<file path="src/rtl/core/pstbl_pkg.sv">
package pstbl_pkg;

	localparam int TABLE_ENTRIES = 1024;
	localparam int IDX_W = $clog2(TABLE_ENTRIES);
	localparam int CNT_W = $clog2(TABLE_ENTRIES + 1);
	localparam int TOK_W = 34;
	localparam int PROD_W = 48;
	localparam logic [15:0] DEFAULT_WINDOW = 16'd1000;

	typedef enum logic [1:0] {
		REG_RATE     = 2'd0,
		REG_WINDOW   = 2'd1,
		REG_CAPACITY = 2'd2,
		REG_INTERVAL = 2'd3
	} reg_idx_t;

	typedef enum logic [1:0] {
		OUT_CHARGED   = 2'd0,
		OUT_REJECTED  = 2'd1,
		OUT_UNTRACKED = 2'd2,
		OUT_BYPASS    = 2'd3
	} outcome_t;

	typedef struct packed {
		logic              valid;
		logic [31:0]       key;
		logic [TOK_W-1:0]  tokens;
		logic [31:0]       last;
	} entry_t;

	// controller to datapath
	typedef struct packed {
		logic load;
		logic clr_wr;
		logic addr_clr;
		logic addr_inc;
		logic addr_slot;
		logic rd;
		logic mul;
		logic scan_clr;
		logic sweep;
		logic scan_upd;
		logic charge_upd;
		logic insert;
		logic res_bypass;
		logic res_full;
	} cmd_t;

	// datapath to controller
	typedef struct packed {
		logic opcode;
		logic bypass;
		logic due;
		logic last;
		logic found;
		logic full;
	} sts_t;

endpackage

</file>
<file path="src/rtl/core/pstbl_ctrl.sv">
module pstbl_ctrl (
	input  logic                  clk,
	input  logic                  arst_n,
	input  logic                  start,
	output logic                  busy,
	input  pstbl_pkg::sts_t       sts,
	output pstbl_pkg::cmd_t       cmd
);

	typedef enum logic [3:0] {
		S_CLEAR, S_IDLE, S_DECIDE, S_SCAN_RD, S_SCAN_MUL, S_SCAN_UPD, S_AFTER,
		S_INS, S_CH_RD, S_CH_MUL, S_CH_UPD
	} state_t;

	typedef enum logic [1:0] {K_SWEEP_CMD, K_REQ, K_FORCED} kind_t;

	state_t state_q, state_d;
	kind_t kind_q, kind_d;

	always_comb begin
		cmd = '0;
		state_d = state_q;
		kind_d = kind_q;
		case (state_q)
			S_CLEAR: begin
				cmd.clr_wr = 1'b1;
				cmd.addr_inc = 1'b1;
				if (sts.last) begin
					state_d = S_IDLE;
				end
			end
			S_IDLE: begin
				if (start) begin
					cmd.load = 1'b1;
					state_d = S_DECIDE;
				end
			end
			S_DECIDE: begin
				if (sts.opcode) begin
					cmd.addr_clr = 1'b1;
					cmd.scan_clr = 1'b1;
					cmd.sweep = 1'b1;
					kind_d = K_SWEEP_CMD;
					state_d = S_SCAN_RD;
				end else if (sts.bypass) begin
					cmd.res_bypass = 1'b1;
					state_d = S_IDLE;
				end else begin
					cmd.addr_clr = 1'b1;
					cmd.scan_clr = 1'b1;
					cmd.sweep = sts.due;
					kind_d = K_REQ;
					state_d = S_SCAN_RD;
				end
			end
			S_SCAN_RD: begin
				cmd.rd = 1'b1;
				state_d = S_SCAN_MUL;
			end
			S_SCAN_MUL: begin
				cmd.mul = 1'b1;
				state_d = S_SCAN_UPD;
			end
			S_SCAN_UPD: begin
				cmd.scan_upd = 1'b1;
				cmd.addr_inc = 1'b1;
				state_d = sts.last ? S_AFTER : S_SCAN_RD;
			end
			S_AFTER: begin
				case (kind_q)
					K_SWEEP_CMD: begin
						cmd.res_bypass = 1'b1;
						state_d = S_IDLE;
					end
					K_REQ: begin
						if (sts.found) begin
							cmd.addr_slot = 1'b1;
							state_d = S_CH_RD;
						end else if (sts.full) begin
							// table full: forced sweep before giving up
							cmd.addr_clr = 1'b1;
							cmd.scan_clr = 1'b1;
							cmd.sweep = 1'b1;
							kind_d = K_FORCED;
							state_d = S_SCAN_RD;
						end else begin
							cmd.addr_slot = 1'b1;
							state_d = S_INS;
						end
					end
					default: begin
						if (sts.full) begin
							cmd.res_full = 1'b1;
							state_d = S_IDLE;
						end else begin
							cmd.addr_slot = 1'b1;
							state_d = S_INS;
						end
					end
				endcase
			end
			S_INS: begin
				cmd.insert = 1'b1;
				state_d = S_IDLE;
			end
			S_CH_RD: begin
				cmd.rd = 1'b1;
				state_d = S_CH_MUL;
			end
			S_CH_MUL: begin
				cmd.mul = 1'b1;
				state_d = S_CH_UPD;
			end
			S_CH_UPD: begin
				cmd.charge_upd = 1'b1;
				state_d = S_IDLE;
			end
			default: begin
				state_d = S_IDLE;
			end
		endcase
	end

	always_ff @(posedge clk or negedge arst_n) begin
		if (!arst_n) begin
			state_q <= S_CLEAR;
			kind_q <= K_REQ;
			busy <= 1'b1;
		end else begin
			state_q <= state_d;
			kind_q <= kind_d;
			busy <= state_d != S_IDLE;
		end
	end

	a_busy_match: assert property (@(posedge clk) disable iff (!arst_n)
		busy == (state_q != S_IDLE))
		else $error("busy out of step with state");
	a_one_cmd: assert property (@(posedge clk) disable iff (!arst_n)
		$onehot0({cmd.charge_upd, cmd.insert, cmd.res_bypass, cmd.res_full}))
		else $error("more than one result at once");
	a_load_idle: assert property (@(posedge clk) disable iff (!arst_n)
		cmd.load |=> busy)
		else $error("accepted item without going busy");

endmodule

</file>
<file path="config.mk">
export PLATFORM = sky130hd
export DESIGN_NAME = pstbl_ctrl
export DESIGN_NICKNAME = d
export VERILOG_FILES = /design/src/rtl/core/pstbl_pkg.sv /design/src/rtl/core/pstbl_ctrl.sv
export SDC_FILE = /design/constraint.sdc
export NUM_CORES = 1
export LEC_CHECK = 0
export BUFFER_PORTS_ARGS = -buffer_cell sky130_fd_sc_hd__buf_4
export CORE_AREA = 2 2 39 41
export CTS_CLUSTER_DIAMETER = 30
export DETAILED_ROUTE_END_ITERATION = 6
export DIE_AREA = 0 0 41 43
export MAX_ROUTING_LAYER = met4
export PLACE_DENSITY = 0.89
export SLEW_MARGIN = 40
export SYNTH_ARGS = -nofsm -noshare
export SYNTH_HDL_FRONTEND = slang
export SYNTH_SLANG_ARGS = --single-unit
</file>
<file path="constraint.sdc">
create_clock -name clk -period 2.85 [get_ports clk]
set_clock_uncertainty 0.1 [all_clocks]
set_input_delay 0.4275 -clock clk [delete_from_list [all_inputs] [get_ports clk]]
set_output_delay 0.4275 -clock clk [all_outputs]
set_load 0.01 [all_outputs]
</file>
==> results.md <==
* Fin. Hold Viols at 0
* DP Area at 803 µm²
* Total CTS buffers at 3
* Critical path type: register to output pin
* Fin area at 840 µm²
* Clk_lat worst skew at 260 ps
* # DRC at 0
* Area added between synthesis and finish at 33.1%
* Syn Inst Count at 81
* Die area at 1760 µm²
* Vias in the first global route at 578
* Cell area power density at 823 nW/µm²
* Synthesized cell area at 631 µm²
* PortBufs at 23
* RePlAce Congestion at 0.807
* Yosys warns at 0
* Highest Clock Rate at 0.426 GHz
* Max VDD drop at 557 µV
* Area taken by multi-input logic gates at 418 µm²
* Setup TNS at 0 ps
* MaxCap Viol Count at 0
* Sequential fraction of the synthesis area at 28.2%
* Distinct cells, synth at 36
* Synth top area cells: dfrtp_1 20%, dfstp_2 8.3%, nand2_1 5.4%, nand2b_1 5.0%, nor2_1 3.6%
* Leak at 0.378 nW
* Placed cells at 116
* Die H at 43 µm
* GRT Overall Usage at 20.4%
* Slew Viols, Final at 0
* Layout cell share with drive strength beyond 1 at 35.2%
* Post-DP HPWL at 1.13 mm
* CP arrival at 1820 ps
* Status: complete, no violations
* Synth Area per Inst at 7.79 µm²
* Root buffer cell: clkbuf_4
* Syn_nets at 90
* Largest net degree at the start of global routing at 17
* Clk slew on worst S/H paths at 60 ps
* Worst-Margin Slew at 429 ps
* 1st-iter DRT viols at 3
* H-tree depth at 1
* Sink Count at 7
* Final setup vio count at 0
* ANT nets after route at 0
* Hold Path Class: primary input to register
* Final #Nets at 115
* Vias at 683
* Vias per cell at 5.64
* Hold depth at 2
* TritonRoute pass-1 iters at 4
* Ports at 24
* Tcrit/Tclk final at 82.4%
* RSZ-0062 raised after global routing: false
* Die X-Extent at 41 µm
* First-pass GRT wire length at 2.40 mm
* Core area at 1380 µm²
* Initial Util at 45.6%
* DR WL/cell at 12.1 µm
* CP max FO at 14
* Antenna Cells at 0
* Area share of the largest cell type after synthesis at 19.8%
* Fillers at 135
* Resize count post-CTS at 0
* Row count at 14
* Global route overflow at 0
* Final Non-Filler Cells at 121
* Storage cell area at 178 µm²
* Critical Path Source Type: register
* Routed WL at 1.46 mm
* R2R depth at 4
* CP required at 2320 ps
* Flops & latches, synth at 7
* Synth area leader: dfrtp_1
* Crit. End Element: output pin
* CTS tree: yes
* Max clock buf depth at 2
* Antenna violations before repair at 0
* Slew headroom at 71.4%
* Min Tclk post-route at 2350 ps
-- layout make-up --
cell class | instances | share of cell area [%]
well taps | 16 | 2.38
flip-flops and latches | 7 | 21.2
multi-input cells | 66 | 49.8
repair buffers | 24 | 21.8
clock buffers | 4 | 3.13
inverters | 4 | 1.79
-- logic make-up (layout without fill, tap and decap cells) --
kind of cell	after synthesis	count (layout)	share of synthesized area (%)
buf+inv	8	32	5.55
simple gates	47	47	46.8
flops	7	7	28.2
compound gates	19	19	19.4
-- through the flow --
step,total power [W],worst slack [ps],utilization (%),hold WS (ps)
after floorplan,0.000465,1090,-,31.9
after CTS,0.000693,509,60.7,251
after global placement,0.000585,842,58.0,139
after detailed placement,0.000600,800,58.0,141
final,0.000691,502,60.7,256
after global routing,0.000750,404,60.7,254
-- flip-flops by register name, indices dropped and copies added (netlist names) --
| name | cells |
|---|---|
| busy | 1 |
| kind_q | 2 |
| state_q | 4 |
-- synthesized netlist by cell type --
cell       count
nand4bb_1      1
nand2_2        1
buf_2          4
nand2b_1       5
nand2_1        9
o21ai_2        1
o21ai_1        1
nor3b_1        3
nor3_1         4
and3_2         1
o211ai_1       1
o21bai_1       1
o21a_1         1
dfstp_2        2
a21oi_1        4
nor4b_2        1
or3_4          1
nor2b_1        3
or2b_1         1
nor3_2         1
nor2_1         6
or2_2          1
or3b_1         1
or2_1          1
nand3_1        2
and4bb_4       1
or2_4          1
a22o_1         1
dfrtp_1        5
inv_1          4
and2_1         1
o311ai_1       1
o21ai_0        3
a211oi_1       2
o22ai_1        3
nand3b_1       2
-- critical path, stage by stage (launching register included) --
cell and delay [ps]:
dfrtp_1 520, and4bb_4 430, nand2_2 60, or3_4 340
nand2_1 80, buf_4 120
-- worst paths after layout --
kind / startpoint / end / slack [ps]
setup reg to reg: state_q[3] / busy / 1200
max in group asynchronous: arst_n / kind_q[0] / 2020
hold / removal: sts[5] / kind_q[0] / 260
setup / recovery: state_q[3] / cmd[6] / 500
min in group asynchronous: arst_n / state_q[3] / 420
hold reg to reg: kind_q[0] / kind_q[0] / 400
-- layout by cell type (no fill, tap or decap), drive strengths merged --
cell type,count
buf,23
nand2,10
nor2,6
nand2b,5
dfrtp,5
nor3,5
o21ai,5
inv,4
a21oi,4
clkbuf,4
nor3b,3
nor2b,3
o22ai,3
or2,3
nand3b,2
nand3,2
a211oi,2
dfstp,2
o21bai,1
or3b,1
o311ai,1
nand4bb,1
or2b,1
a22o,1
nor4b,1
and4bb,1
or3,1
and2,1
o211ai,1
and3,1
o21a,1
dlygate4sd3,1
-- what timing repair did --
| item | 4_1_cts | 5_1_grt |
|---|---|---|
| hold buffers | 1 | 0 |
| hold endpoints to repair | 5 | 0 |
| buffers inserted | 0 | 0 |
-- per-layer routing --
layer | vias up | global-route usage (%) | wire length [µm]
met1 | 317 | 25.8 | 633
met2 | 23 | 30.6 | 716
met4 | 0 | 6.00 | 7
met5 | - | - | 0
met3 | 2 | 6.28 | 100
li1 | 341 | - | -
-- power by group --
| part | internal [W] | switching [W] | total, W |
|---|---|---|---|
| combinational | 0.000202 | 0.000173 | 0.000375 |
| sequential | 0.000143 | 0.0000813 | 0.000224 |
| clock | 0.0000536 | 0.0000386 | 0.0000922 |
| total | 0.000398 | 0.000293 | 0.000691 |
No activity file was read; power rests on OpenSTA's default activity.
